==> src/rtl/sae_pkg.sv <==
// Shared types and constants for the sorted array engine.
package sae_pkg;

   // Fixed field widths of the request and response channels.
   localparam int DATA_W    = 32;
   localparam int CMD_W     = 3;
   localparam int POS_W     = 6;
   localparam int CNT_OUT_W = 7;

   // Command codes carried by a request.
   localparam logic [CMD_W-1:0] CMD_CLEAR  = 3'd0;
   localparam logic [CMD_W-1:0] CMD_APPEND = 3'd1;
   localparam logic [CMD_W-1:0] CMD_SORT   = 3'd2;
   localparam logic [CMD_W-1:0] CMD_INSERT = 3'd3;
   localparam logic [CMD_W-1:0] CMD_TOP2   = 3'd4;
   localparam logic [CMD_W-1:0] CMD_READ   = 3'd5;

   // What the datapath does with each word that a scan reads back.
   localparam logic [1:0] MODE_SORT = 2'd0;
   localparam logic [1:0] MODE_INS  = 2'd1;
   localparam logic [1:0] MODE_TOP1 = 2'd2;
   localparam logic [1:0] MODE_TOP2 = 2'd3;

   // Commands from the controller to the datapath.
   typedef struct packed {
      logic       accept;        // latch the request payload
      logic       decode;        // clear per-request flags and results
      logic       cnt_clear;     // empty the store
      logic       cnt_inc;       // count one more element
      logic       append_wr;     // write the request value at the count
      logic       err_set;       // flag a refused append or insert
      logic       scan_start;    // restart the sequential scan at index zero
      logic       scan_load_end; // take the last scan index from the count
      logic       scan_run;      // issue reads and process returned words
      logic [1:0] mode;          // per-word operation of the scan
      logic       wb_sort;       // write the carried word at the end of a pass
      logic       wb_ins;        // write the carried word at the count
      logic       str_start;     // restart the stream index
      logic       str_read;      // read the element at the stream index
      logic       str_next;      // advance the stream index
      logic       rsp_single;    // load the single response
      logic       rsp_stream;    // load one streamed element
   } ctl_cmd_type;

   // Status from the datapath to the controller.
   typedef struct packed {
      logic [CMD_W-1:0] cmd;     // command of the request in progress
      logic             full;
      logic             empty;
      logic             lt2;     // fewer than two elements
      logic             scan_last;
      logic             sort_stop;
      logic             str_last;
      logic             slot_free;
   } ctl_status_type;

endpackage

==> src/rtl/sae_ram.sv <==
// Generic single-write, single-read RAM with registered read data.
module sae_ram #(
   parameter int WIDTH = 32,
   parameter int DEPTH = 64
) (
   input  logic                     clock,
   input  logic                     wr_en,
   input  logic [$clog2(DEPTH)-1:0] wr_addr,
   input  logic [WIDTH-1:0]         wr_data,
   input  logic                     rd_en,
   input  logic [$clog2(DEPTH)-1:0] rd_addr,
   output logic [WIDTH-1:0]         rd_data
);

   logic [WIDTH-1:0] mem [DEPTH];

   // Write port and registered read port; read data holds between reads.
   always_ff @(posedge clock) begin
      if (wr_en) begin
         mem[wr_addr] <= wr_data;
      end
      if (rd_en) begin
         rd_data <= mem[rd_addr];
      end
   end

endmodule

==> src/rtl/sae_ctrl.sv <==
// Controller state machine that sequences every command of the engine.
module sae_ctrl (
   input  logic                    clock,
   input  logic                    reset,
   input  logic                    req_valid,
   output logic                    req_ready,
   output sae_pkg::ctl_cmd_type    cmd,
   input  sae_pkg::ctl_status_type st
);

   localparam logic [3:0] S_IDLE    = 4'd0;
   localparam logic [3:0] S_DECODE  = 4'd1;
   localparam logic [3:0] S_SINGLE  = 4'd2;
   localparam logic [3:0] S_SORT    = 4'd3;
   localparam logic [3:0] S_SORT_WB = 4'd4;
   localparam logic [3:0] S_INS     = 4'd5;
   localparam logic [3:0] S_INS_WB  = 4'd6;
   localparam logic [3:0] S_TOP1    = 4'd7;
   localparam logic [3:0] S_TOP2    = 4'd8;
   localparam logic [3:0] S_STR_RD  = 4'd9;
   localparam logic [3:0] S_STR_OUT = 4'd10;

   logic [3:0] state_ff;
   logic [3:0] state_in;

   // A request is taken only between commands.
   assign req_ready = (state_ff == S_IDLE);

   // Next state and datapath commands.
   always_comb begin
      state_in = state_ff;
      cmd      = '0;
      cmd.mode = sae_pkg::MODE_SORT;
      unique case (state_ff)
         S_IDLE: begin
            if (req_valid) begin
               cmd.accept = 1'b1;
               state_in   = S_DECODE;
            end
         end
         S_DECODE: begin
            cmd.decode = 1'b1;
            state_in   = S_SINGLE;
            unique case (st.cmd)
               sae_pkg::CMD_CLEAR: begin
                  cmd.cnt_clear = 1'b1;
               end
               sae_pkg::CMD_APPEND: begin
                  if (st.full) begin
                     cmd.err_set = 1'b1;
                  end else begin
                     cmd.append_wr = 1'b1;
                     cmd.cnt_inc   = 1'b1;
                  end
               end
               sae_pkg::CMD_SORT: begin
                  if (st.lt2) begin
                     if (!st.empty) begin
                        cmd.str_start = 1'b1;
                        state_in      = S_STR_RD;
                     end
                  end else begin
                     cmd.scan_start    = 1'b1;
                     cmd.scan_load_end = 1'b1;
                     state_in          = S_SORT;
                  end
               end
               sae_pkg::CMD_INSERT: begin
                  if (st.full) begin
                     cmd.err_set = 1'b1;
                  end else if (st.empty) begin
                     state_in = S_INS_WB;
                  end else begin
                     cmd.scan_start    = 1'b1;
                     cmd.scan_load_end = 1'b1;
                     state_in          = S_INS;
                  end
               end
               sae_pkg::CMD_TOP2: begin
                  if (!st.empty) begin
                     cmd.scan_start    = 1'b1;
                     cmd.scan_load_end = 1'b1;
                     state_in          = S_TOP1;
                  end
               end
               sae_pkg::CMD_READ: begin
                  if (!st.empty) begin
                     cmd.str_start = 1'b1;
                     state_in      = S_STR_RD;
                  end
               end
               default: begin
                  state_in = S_SINGLE;
               end
            endcase
         end
         S_SINGLE: begin
            if (st.slot_free) begin
               cmd.rsp_single = 1'b1;
               state_in       = S_IDLE;
            end
         end
         S_SORT: begin
            cmd.scan_run = 1'b1;
            cmd.mode     = sae_pkg::MODE_SORT;
            if (st.scan_last) begin
               state_in = S_SORT_WB;
            end
         end
         S_SORT_WB: begin
            cmd.wb_sort = 1'b1;
            if (st.sort_stop) begin
               cmd.str_start = 1'b1;
               state_in      = S_STR_RD;
            end else begin
               cmd.scan_start = 1'b1;
               state_in       = S_SORT;
            end
         end
         S_INS: begin
            cmd.scan_run = 1'b1;
            cmd.mode     = sae_pkg::MODE_INS;
            if (st.scan_last) begin
               state_in = S_INS_WB;
            end
         end
         S_INS_WB: begin
            cmd.wb_ins    = 1'b1;
            cmd.str_start = 1'b1;
            state_in      = S_STR_RD;
         end
         S_TOP1: begin
            cmd.scan_run = 1'b1;
            cmd.mode     = sae_pkg::MODE_TOP1;
            if (st.scan_last) begin
               cmd.scan_start    = 1'b1;
               cmd.scan_load_end = 1'b1;
               state_in          = S_TOP2;
            end
         end
         S_TOP2: begin
            cmd.scan_run = 1'b1;
            cmd.mode     = sae_pkg::MODE_TOP2;
            if (st.scan_last) begin
               state_in = S_SINGLE;
            end
         end
         S_STR_RD: begin
            cmd.str_read = 1'b1;
            state_in     = S_STR_OUT;
         end
         S_STR_OUT: begin
            if (st.slot_free) begin
               cmd.rsp_stream = 1'b1;
               if (st.str_last) begin
                  state_in = S_IDLE;
               end else begin
                  cmd.str_next = 1'b1;
                  state_in     = S_STR_RD;
               end
            end
         end
         default: begin
            state_in = S_IDLE;
         end
      endcase
   end

   // State register.
   always_ff @(posedge clock) begin
      if (reset) begin
         state_ff <= S_IDLE;
      end else begin
         state_ff <= state_in;
      end
   end

endmodule

==> src/rtl/sae_datapath.sv <==
// Datapath: element store, count, scan pipeline, compare logic and response register.
module sae_datapath #(
   parameter int DEPTH = 64
) (
   input  logic                                 clock,
   input  logic                                 reset,
   input  logic [sae_pkg::CMD_W-1:0]            req_cmd,
   input  logic signed [sae_pkg::DATA_W-1:0]    req_value,
   input  sae_pkg::ctl_cmd_type                 cmd,
   output sae_pkg::ctl_status_type              st,
   output logic                                 rsp_valid,
   input  logic                                 rsp_ready,
   output logic signed [sae_pkg::DATA_W-1:0]    rsp_element,
   output logic [sae_pkg::POS_W-1:0]            rsp_position,
   output logic                                 rsp_element_valid,
   output logic signed [sae_pkg::DATA_W-1:0]    rsp_second_value,
   output logic [sae_pkg::POS_W-1:0]            rsp_second_position,
   output logic                                 rsp_second_valid,
   output logic [sae_pkg::CNT_OUT_W-1:0]        rsp_count,
   output logic                                 rsp_full_error,
   output logic                                 rsp_last
);

   localparam int IDX_W = $clog2(DEPTH);
   localparam int CNT_W = $clog2(DEPTH + 1);
   localparam int DW    = sae_pkg::DATA_W;
   localparam int PW    = sae_pkg::POS_W;
   localparam int CW    = sae_pkg::CNT_OUT_W;

   // Control registers.
   logic [CNT_W-1:0] count_ff, count_in;
   logic             issuing_ff, issuing_in;
   logic             pipe_vld_ff, pipe_vld_in;
   logic             found_ff, found_in;
   logic             f1_ff, f1_in;
   logic             f2_ff, f2_in;
   logic             err_ff, err_in;
   logic             rsp_valid_ff, rsp_valid_in;

   // Payload and index registers.
   logic [sae_pkg::CMD_W-1:0] cmd_ff, cmd_in;
   logic signed [DW-1:0]      value_ff, value_in;
   logic [IDX_W-1:0]          rd_idx_ff, rd_idx_in;
   logic [IDX_W-1:0]          pipe_idx_ff, pipe_idx_in;
   logic [IDX_W-1:0]          scan_end_ff, scan_end_in;
   logic signed [DW-1:0]      carried_ff, carried_in;
   logic signed [DW-1:0]      m1_ff, m1_in;
   logic signed [DW-1:0]      m2_ff, m2_in;
   logic [IDX_W-1:0]          p1_ff, p1_in;
   logic [IDX_W-1:0]          p2_ff, p2_in;

   // Response register.
   logic signed [DW-1:0] rsp_element_ff, rsp_element_in;
   logic [PW-1:0]        rsp_position_ff, rsp_position_in;
   logic                 rsp_element_valid_ff, rsp_element_valid_in;
   logic signed [DW-1:0] rsp_second_value_ff, rsp_second_value_in;
   logic [PW-1:0]        rsp_second_position_ff, rsp_second_position_in;
   logic                 rsp_second_valid_ff, rsp_second_valid_in;
   logic [CW-1:0]        rsp_count_ff, rsp_count_in;
   logic                 rsp_full_error_ff, rsp_full_error_in;
   logic                 rsp_last_ff, rsp_last_in;

   // Store ports.
   logic                 wr_en;
   logic [IDX_W-1:0]     wr_addr;
   logic [DW-1:0]        wr_data;
   logic                 rd_en;
   logic [DW-1:0]        rd_raw;
   logic signed [DW-1:0] rd_data;

   // Positions and count widened, then cut to the response field widths.
   logic [PW+IDX_W-1:0] str_pos_w, p1_pos_w, p2_pos_w;
   logic [CW+CNT_W-1:0] count_w;
   logic                str_last;

   sae_ram #(
      .WIDTH (DW),
      .DEPTH (DEPTH)
   ) u_store (
      .clock   (clock),
      .wr_en   (wr_en),
      .wr_addr (wr_addr),
      .wr_data (wr_data),
      .rd_en   (rd_en),
      .rd_addr (rd_idx_ff),
      .rd_data (rd_raw)
   );

   assign rd_data   = rd_raw;
   assign str_pos_w = {{PW{1'b0}}, rd_idx_ff};
   assign p1_pos_w  = {{PW{1'b0}}, p1_ff};
   assign p2_pos_w  = {{PW{1'b0}}, p2_ff};
   assign count_w   = {{CW{1'b0}}, count_ff};
   assign str_last  = (CNT_W'(rd_idx_ff) + CNT_W'(1)) == count_ff;

   // Status toward the controller.
   always_comb begin
      st.cmd       = cmd_ff;
      st.full      = (count_ff == CNT_W'(DEPTH));
      st.empty     = (count_ff == '0);
      st.lt2       = (count_ff < CNT_W'(2));
      st.scan_last = pipe_vld_ff && (pipe_idx_ff == scan_end_ff);
      st.sort_stop = (scan_end_ff == IDX_W'(1));
      st.str_last  = str_last;
      st.slot_free = !rsp_valid_ff || rsp_ready;
   end

   // Next values of all datapath registers and the store ports.
   always_comb begin
      count_in     = count_ff;
      issuing_in   = issuing_ff;
      pipe_vld_in  = 1'b0;
      found_in     = found_ff;
      f1_in        = f1_ff;
      f2_in        = f2_ff;
      err_in       = err_ff;
      cmd_in       = cmd_ff;
      value_in     = value_ff;
      rd_idx_in    = rd_idx_ff;
      pipe_idx_in  = pipe_idx_ff;
      scan_end_in  = scan_end_ff;
      carried_in   = carried_ff;
      m1_in        = m1_ff;
      m2_in        = m2_ff;
      p1_in        = p1_ff;
      p2_in        = p2_ff;
      wr_en        = 1'b0;
      wr_addr      = count_ff[IDX_W-1:0];
      wr_data      = value_ff;
      rd_en        = 1'b0;

      // Take a new request.
      if (cmd.accept) begin
         cmd_in   = req_cmd;
         value_in = req_value;
      end

      // Start of a command: both top searches begin from minus one.
      if (cmd.decode) begin
         found_in   = 1'b0;
         f1_in      = 1'b0;
         f2_in      = 1'b0;
         err_in     = 1'b0;
         m1_in      = -DW'(1);
         m2_in      = -DW'(1);
         p1_in      = '0;
         p2_in      = '0;
         carried_in = value_ff;
      end

      // Count updates and appending.
      if (cmd.cnt_clear) begin
         count_in = '0;
      end
      if (cmd.err_set) begin
         err_in = 1'b1;
      end
      if (cmd.append_wr) begin
         wr_en   = 1'b1;
         wr_addr = count_ff[IDX_W-1:0];
         wr_data = value_ff;
      end
      if (cmd.cnt_inc) begin
         count_in = count_ff + CNT_W'(1);
      end

      // Scan: one read issued per cycle, the word returned by the previous read processed.
      if (cmd.scan_run) begin
         if (issuing_ff) begin
            rd_en       = 1'b1;
            pipe_vld_in = 1'b1;
            pipe_idx_in = rd_idx_ff;
            if (rd_idx_ff == scan_end_ff) begin
               issuing_in = 1'b0;
            end else begin
               rd_idx_in = rd_idx_ff + IDX_W'(1);
            end
         end
         if (pipe_vld_ff) begin
            unique case (cmd.mode)
               sae_pkg::MODE_SORT: begin
                  // Carry the larger word up; equal words keep their order.
                  if (pipe_idx_ff == '0) begin
                     carried_in = rd_data;
                  end else begin
                     wr_en   = 1'b1;
                     wr_addr = pipe_idx_ff - IDX_W'(1);
                     if (carried_ff > rd_data) begin
                        wr_data = rd_data;
                     end else begin
                        wr_data    = carried_ff;
                        carried_in = rd_data;
                     end
                  end
               end
               sae_pkg::MODE_INS: begin
                  // From the first larger word on, every word moves up one.
                  if (found_ff || (rd_data > value_ff)) begin
                     wr_en      = 1'b1;
                     wr_addr    = pipe_idx_ff;
                     wr_data    = carried_ff;
                     carried_in = rd_data;
                     found_in   = 1'b1;
                  end
               end
               sae_pkg::MODE_TOP1: begin
                  if (rd_data > m1_ff) begin
                     m1_in = rd_data;
                     p1_in = pipe_idx_ff;
                     f1_in = 1'b1;
                  end
               end
               sae_pkg::MODE_TOP2: begin
                  if ((rd_data > m2_ff) && (rd_data < m1_ff)) begin
                     m2_in = rd_data;
                     p2_in = pipe_idx_ff;
                     f2_in = 1'b1;
                  end
               end
               default: begin
                  wr_en = 1'b0;
               end
            endcase
         end
      end

      // A scan restart wins over the read index, issue and pipeline valid updates of the same cycle.
      if (cmd.scan_start) begin
         rd_idx_in   = '0;
         issuing_in  = 1'b1;
         pipe_vld_in = 1'b0;
         if (cmd.scan_load_end) begin
            scan_end_in = IDX_W'(count_ff - CNT_W'(1));
         end
      end

      // Closing writes of a sort pass and of an insert.
      if (cmd.wb_sort) begin
         wr_en       = 1'b1;
         wr_addr     = scan_end_ff;
         wr_data     = carried_ff;
         scan_end_in = scan_end_ff - IDX_W'(1);
      end
      if (cmd.wb_ins) begin
         wr_en    = 1'b1;
         wr_addr  = count_ff[IDX_W-1:0];
         wr_data  = carried_ff;
         count_in = count_ff + CNT_W'(1);
      end

      // Stream index.
      if (cmd.str_start) begin
         rd_idx_in = '0;
      end
      if (cmd.str_read) begin
         rd_en = 1'b1;
      end
      if (cmd.str_next) begin
         rd_idx_in = rd_idx_ff + IDX_W'(1);
      end
   end

   // Response register loading.
   always_comb begin
      rsp_valid_in           = rsp_valid_ff && !rsp_ready;
      rsp_element_in         = rsp_element_ff;
      rsp_position_in        = rsp_position_ff;
      rsp_element_valid_in   = rsp_element_valid_ff;
      rsp_second_value_in    = rsp_second_value_ff;
      rsp_second_position_in = rsp_second_position_ff;
      rsp_second_valid_in    = rsp_second_valid_ff;
      rsp_count_in           = rsp_count_ff;
      rsp_full_error_in      = rsp_full_error_ff;
      rsp_last_in            = rsp_last_ff;
      if (cmd.rsp_single) begin
         rsp_valid_in           = 1'b1;
         rsp_element_in         = f1_ff ? m1_ff : '0;
         rsp_position_in        = f1_ff ? p1_pos_w[PW-1:0] : '0;
         rsp_element_valid_in   = f1_ff;
         rsp_second_value_in    = f2_ff ? m2_ff : '0;
         rsp_second_position_in = f2_ff ? p2_pos_w[PW-1:0] : '0;
         rsp_second_valid_in    = f2_ff;
         rsp_count_in           = count_w[CW-1:0];
         rsp_full_error_in      = err_ff;
         rsp_last_in            = 1'b1;
      end else if (cmd.rsp_stream) begin
         rsp_valid_in           = 1'b1;
         rsp_element_in         = rd_data;
         rsp_position_in        = str_pos_w[PW-1:0];
         rsp_element_valid_in   = 1'b1;
         rsp_second_value_in    = '0;
         rsp_second_position_in = '0;
         rsp_second_valid_in    = 1'b0;
         rsp_count_in           = count_w[CW-1:0];
         rsp_full_error_in      = 1'b0;
         rsp_last_in            = str_last;
      end
   end

   // Control registers with reset.
   always_ff @(posedge clock) begin
      if (reset) begin
         count_ff     <= '0;
         issuing_ff   <= 1'b0;
         pipe_vld_ff  <= 1'b0;
         found_ff     <= 1'b0;
         f1_ff        <= 1'b0;
         f2_ff        <= 1'b0;
         err_ff       <= 1'b0;
         rsp_valid_ff <= 1'b0;
      end else begin
         count_ff     <= count_in;
         issuing_ff   <= issuing_in;
         pipe_vld_ff  <= pipe_vld_in;
         found_ff     <= found_in;
         f1_ff        <= f1_in;
         f2_ff        <= f2_in;
         err_ff       <= err_in;
         rsp_valid_ff <= rsp_valid_in;
      end
   end

   // Payload registers.
   always_ff @(posedge clock) begin
      cmd_ff                 <= cmd_in;
      value_ff               <= value_in;
      rd_idx_ff              <= rd_idx_in;
      pipe_idx_ff            <= pipe_idx_in;
      scan_end_ff            <= scan_end_in;
      carried_ff             <= carried_in;
      m1_ff                  <= m1_in;
      m2_ff                  <= m2_in;
      p1_ff                  <= p1_in;
      p2_ff                  <= p2_in;
      rsp_element_ff         <= rsp_element_in;
      rsp_position_ff        <= rsp_position_in;
      rsp_element_valid_ff   <= rsp_element_valid_in;
      rsp_second_value_ff    <= rsp_second_value_in;
      rsp_second_position_ff <= rsp_second_position_in;
      rsp_second_valid_ff    <= rsp_second_valid_in;
      rsp_count_ff           <= rsp_count_in;
      rsp_full_error_ff      <= rsp_full_error_in;
      rsp_last_ff            <= rsp_last_in;
   end

   assign rsp_valid           = rsp_valid_ff;
   assign rsp_element         = rsp_element_ff;
   assign rsp_position        = rsp_position_ff;
   assign rsp_element_valid   = rsp_element_valid_ff;
   assign rsp_second_value    = rsp_second_value_ff;
   assign rsp_second_position = rsp_second_position_ff;
   assign rsp_second_valid    = rsp_second_valid_ff;
   assign rsp_count           = rsp_count_ff;
   assign rsp_full_error      = rsp_full_error_ff;
   assign rsp_last            = rsp_last_ff;

   // The element count never passes the store depth.
   a_count_bound: assert property (@(posedge clock) disable iff (reset)
      count_ff <= CNT_W'(DEPTH))
      else $error("element count above store depth");

   // A word in the scan pipeline never lies past the last scan index.
   a_scan_bound: assert property (@(posedge clock) disable iff (reset)
      pipe_vld_ff |-> (pipe_idx_ff <= scan_end_ff))
      else $error("scan read past its end");

   // A response is never loaded over one that has not been taken.
   a_no_overwrite: assert property (@(posedge clock) disable iff (reset)
      (cmd.rsp_single || cmd.rsp_stream) |-> (!rsp_valid_ff || rsp_ready))
      else $error("response overwritten before it was taken");

   // The closing write of an insert grows the store by one.
   a_insert_grows: assert property (@(posedge clock) disable iff (reset)
      cmd.wb_ins |=> (count_ff == $past(count_ff) + CNT_W'(1)))
      else $error("insert did not grow the store");

endmodule

==> src/rtl/sorted_array_engine_unit.sv <==
// Top level of the sorted array engine: controller plus datapath.
// Clear, append, refused writes, unused codes and sort, top two or read of an empty store
// load a single response. Read streams out the elements one by one. Top two on n>0
// elements makes two scans over the one read port. An insert streams after one scan of
// n>0 elements, or at once when empty; a sort of n>1 elements streams after n-1 passes.
// Reset sets count zero; requests are taken only while idle.
module sorted_array_engine_unit #(
   parameter int DEPTH = 64
) (
   input  logic                                 clock,
   input  logic                                 reset,
   input  logic                                 req_valid,
   output logic                                 req_ready,
   input  logic [sae_pkg::CMD_W-1:0]            req_cmd,
   input  logic signed [sae_pkg::DATA_W-1:0]    req_value,
   output logic                                 rsp_valid,
   input  logic                                 rsp_ready,
   output logic signed [sae_pkg::DATA_W-1:0]    rsp_element,
   output logic [sae_pkg::POS_W-1:0]            rsp_position,
   output logic                                 rsp_element_valid,
   output logic signed [sae_pkg::DATA_W-1:0]    rsp_second_value,
   output logic [sae_pkg::POS_W-1:0]            rsp_second_position,
   output logic                                 rsp_second_valid,
   output logic [sae_pkg::CNT_OUT_W-1:0]        rsp_count,
   output logic                                 rsp_full_error,
   output logic                                 rsp_last
);

   sae_pkg::ctl_cmd_type    ctl_cmd;
   sae_pkg::ctl_status_type ctl_status;

   // Command sequencing.
   sae_ctrl u_ctrl (
      .clock     (clock),
      .reset     (reset),
      .req_valid (req_valid),
      .req_ready (req_ready),
      .cmd       (ctl_cmd),
      .st        (ctl_status)
   );

   // Store, compare logic and response register.
   sae_datapath #(
      .DEPTH (DEPTH)
   ) u_datapath (
      .clock               (clock),
      .reset               (reset),
      .req_cmd             (req_cmd),
      .req_value           (req_value),
      .cmd                 (ctl_cmd),
      .st                  (ctl_status),
      .rsp_valid           (rsp_valid),
      .rsp_ready           (rsp_ready),
      .rsp_element         (rsp_element),
      .rsp_position        (rsp_position),
      .rsp_element_valid   (rsp_element_valid),
      .rsp_second_value    (rsp_second_value),
      .rsp_second_position (rsp_second_position),
      .rsp_second_valid    (rsp_second_valid),
      .rsp_count           (rsp_count),
      .rsp_full_error      (rsp_full_error),
      .rsp_last            (rsp_last)
   );

endmodule
==> config.mk <==
export PLATFORM = sky130hd
export DESIGN_NAME = sorted_array_engine_unit
export DESIGN_NICKNAME = d
export VERILOG_FILES = /design/src/rtl/sae_pkg.sv /design/src/rtl/sae_ram.sv /design/src/rtl/sae_ctrl.sv /design/src/rtl/sae_datapath.sv /design/src/rtl/sorted_array_engine_unit.sv
export SDC_FILE = /design/constraint.sdc
export NUM_CORES = 2
export LEC_CHECK = 0
export ABC_CLOCK_PERIOD_IN_PS = 8380
export BUFFER_PORTS_ARGS = -buffer_cell sky130_fd_sc_hd__buf_2
export CORE_ASPECT_RATIO = 0.6
export CORE_MARGIN = 2
export CORE_UTILIZATION = 50
export CTS_BUF_LIST = sky130_fd_sc_hd__clkbuf_8 sky130_fd_sc_hd__clkbuf_16
export CTS_CLUSTER_SIZE = 8
export DETAILED_ROUTE_END_ITERATION = 8
export PLACE_DENSITY_LB_ADDON = 0.12
export SYNTH_ARGS = -nofsm -noshare
export SYNTH_HDL_FRONTEND = slang
export SYNTH_SLANG_ARGS = --single-unit
==> constraint.sdc <==
create_clock -name clock -period 8.38 [get_ports clock]
set_input_delay 1.257 -clock clock [delete_from_list [all_inputs] [get_ports clock]]
set_output_delay 1.257 -clock clock [all_outputs]
set_load 0.1 [all_outputs]
==> out/metrics.cfg <==
[grt]
top_usage_layer=met1
track_usage=0.279
grtUsageMet3=0.0883
grt_antenna_before_repair=43
grt_pass1_wl_um=373000
grt_overflow=0
met2_usage=0.360
use_met1=0.461
grt_start_max_net_pins=98
grt_pass1_vias=47300

[clock_tree]
root_buffer=clkbuf_16
cts_buffers=335
post-cts-setup-buffers=0
clk_latency_ps=840
cts_resized=0
clock_path_buffers=4
cts_tree=yes
cts_max_level=5
ctsHoldBuffers=0
cts_sinks=2346
clk_pin_slew_ps=60

[power]
p_int_mw=22.0
p_sw_mw=8.03
max-vdd-ir-drop_uv=168
p_sw_frac=0.267
p_leak_nw=36.1
p_comb_frac=0.136
p_seq_frac=0.471
power_frac_clock=0.394
power_density_nw_per_um2=279

[placement]
place.gp.congestion=0.949
hpwl_um=166000
place_ws_ps=1480
io_buffers=127
dpl.cell_count=7168

[die]
rows=123
coreArea_sq_um=187000
io_pins=128
die_width_um=565
die_h_um=340
start_util=0.503
die_area_sq_um=192000

[synth]
synthArstFlopShare=0
ys_types=75
synth_edf_count=2219
synth_nets=4848
yosys_warnings=0
synth_top_family_by_area=multiplexers
synthSimpleGateAreaFrac=0.0324
netlist_area_sq_um=94300
synthXorXnorAreaFrac=0.00297
syn_inst=4674
yosysSeqAreaShare=0.733
yosys.area.top_type=edfxtp_1
post_synth_fa_ha_maj_area_fraction=0.0179
syn_avg_cell_area_sq_um=20.2
synth.ff_latch_count=2346
synth_compound_area_frac=0.0250
netlist.area_leader.share=0.706
synth-main-ff-cell=edfxtp_1
synth_mux_area_frac=0.172
netlist_top_cells_area=edfxtp_1 (71%), mux4_2 (16%), dfxtp_1 (2.7%)

[worst_hold_path]
hp-class=flop to flop
hold_path_depth=2

[sta]
setup_ws_ps=1200
tightest_slew_ps=1460
max_freq_ghz=0.139
fin_crit_sh=0.857
slew_viol_final=0
layout_min_cycle_time_ps=7180
setup_viol=0
hold_viol=0
tns_ps=0
rsz0062_at_grt=false
fin_skew_ps=38.2
max_slew_margin=0.0190

[cells_and_area]
fillCellCount=13700
post-route-util=0.576
layout.nets=5179
layout_commonest_cell=edfxtp_1
syn2layout_area_growth_pct=14.4
layoutNonFillerInstCount=7596
drive_gt1_frac=0.277
final_cell_mix=edfxtp_1 (2,219), mux4_2 (669), clkbuf_16 (338)

[setup_path]
cp.arrival_ps=7610
start_kind=flop
reg2reg_slack_ps=1200
required_ps=8810
reg2reg_depth=9
path_class=flop to flop
endpoint_kind=flop
cp_max_fo=32

[outcome]
status=complete, but fails checks
violations=capacitance limit

[route]
drtIter0Drc=7866
remaining_drc_errors=0
vias=49100
firstDrtPassIters=5
drt-total-wl_um=266000
wire_per_inst_um=35.0
final_antenna_net_count=0
drt-vias-per-instance=6.46

[job]
drv_cap=1

[routing by layer]
metal,vias up,part of all wire
li1,19900,-
met1,26100,0.45
met2,2787,0.41
met3,322,0.13
met4,22,0.015
met5,-,0.0015
[flip-flops by register name (all words and copies together) (netlist names), 32 cells and up]
name / cells
u_datapath.value_ff: 32
u_datapath.m1_ff: 32
u_datapath.carried_ff: 32
u_datapath.u_store.mem: 2048
u_datapath.u_store.rd_data: 32
u_datapath.rsp_element: 32
u_datapath.m2_ff: 32
u_datapath.rsp_second_value: 32
[worst max-delay path, cell delays in order, from the launching register on]
cell and delay, ps:
edfxtp_1 510, ha_1 430, nand4_1 250, nor4_1 1250, nor3b_2 620, a2111o_2 340, nand2_1 140, a311oi_1 930
nand3_1 990, nor2_4 1240
[final timing paths]
kind                                                      from                       endpoint
worst max-delay path            u_datapath.u_store.rd_data[31]  u_datapath.u_store.mem[1][16]
worst min-delay path                       u_datapath.p1_ff[4]            u_datapath.p1_ff[4]
worst max register to register  u_datapath.u_store.rd_data[31]  u_datapath.u_store.mem[1][16]
worst min register to register             u_datapath.p1_ff[4]            u_datapath.p1_ff[4]
[power by group through the flow]
stage / combinational [mW] / clock, mW / sequential, mW
after detailed placement: 4.06 / 0 / 14.4
after floorplan: 1.92 / 0 / 14.8
after global routing: 4.31 / 12.5 / 14.2
after CTS: 4.06 / 12.0 / 14.1
after global placement: 3.99 / 0 / 14.4
final: 4.08 / 11.8 / 14.2
[kinds of logic after synthesis]
group | Yosys count
and+or+nand+nor | 637
xor gates and xnor gates | 32
muxes | 784
adders and majority gates | 135
AOI/OAI and AO/OA | 339
DFF | 2346
buffers and inverters | 401
[Yosys cell counts, types with 5 or more instances]
cell	number
nor4_1	10
o221ai_1	33
xor2_1	20
a211oi_1	6
mux2i_1	112
nor3_1	22
edfxtp_1	2219
o211ai_1	6
a21o_1	19
and3_1	54
clkbuf_1	180
nand2_1	125
dfxtp_1	127
nand3_1	77
mux4_2	669
nand4_1	25
o22ai_1	5
o21ai_0	88
a31oi_1	38
buf_2	19
nand2b_1	7
inv_1	148
a21oi_1	70
and2_1	43
ha_1	135
xnor2_1	12
buf_1	51
nor2_1	222
nor2b_1	18
a221o_1	33
nand3b_1	8
[final cells by class]
cell class / count / area [sq um] / share of cell area
Tap cell: 2500 / 3130 / 0.0290
Antenna cell: 14 / 35.0 / 0.000325
Timing Repair Buffer: 247 / 1620 / 0.0151
Sequential cell: 2346 / 69200 / 0.641
Inverter: 148 / 556 / 0.00515
Clock inverter: 76 / 490 / 0.00455
Clock buffer: 338 / 8460 / 0.0784
Multi-Input combinational cell: 1927 / 24400 / 0.226
[metrics by stage]
stage               hold WS, ps  power, mW  instance area, sq um
floorplan                   406       16.7                 94300
global placement            444       18.4                 98900
detailed placement          450       18.4                 98900
CTS                         458       30.2                108000
global route                480       30.9                108000
finish                      459       30.1                108000
(Power assumes the default switching activity.)
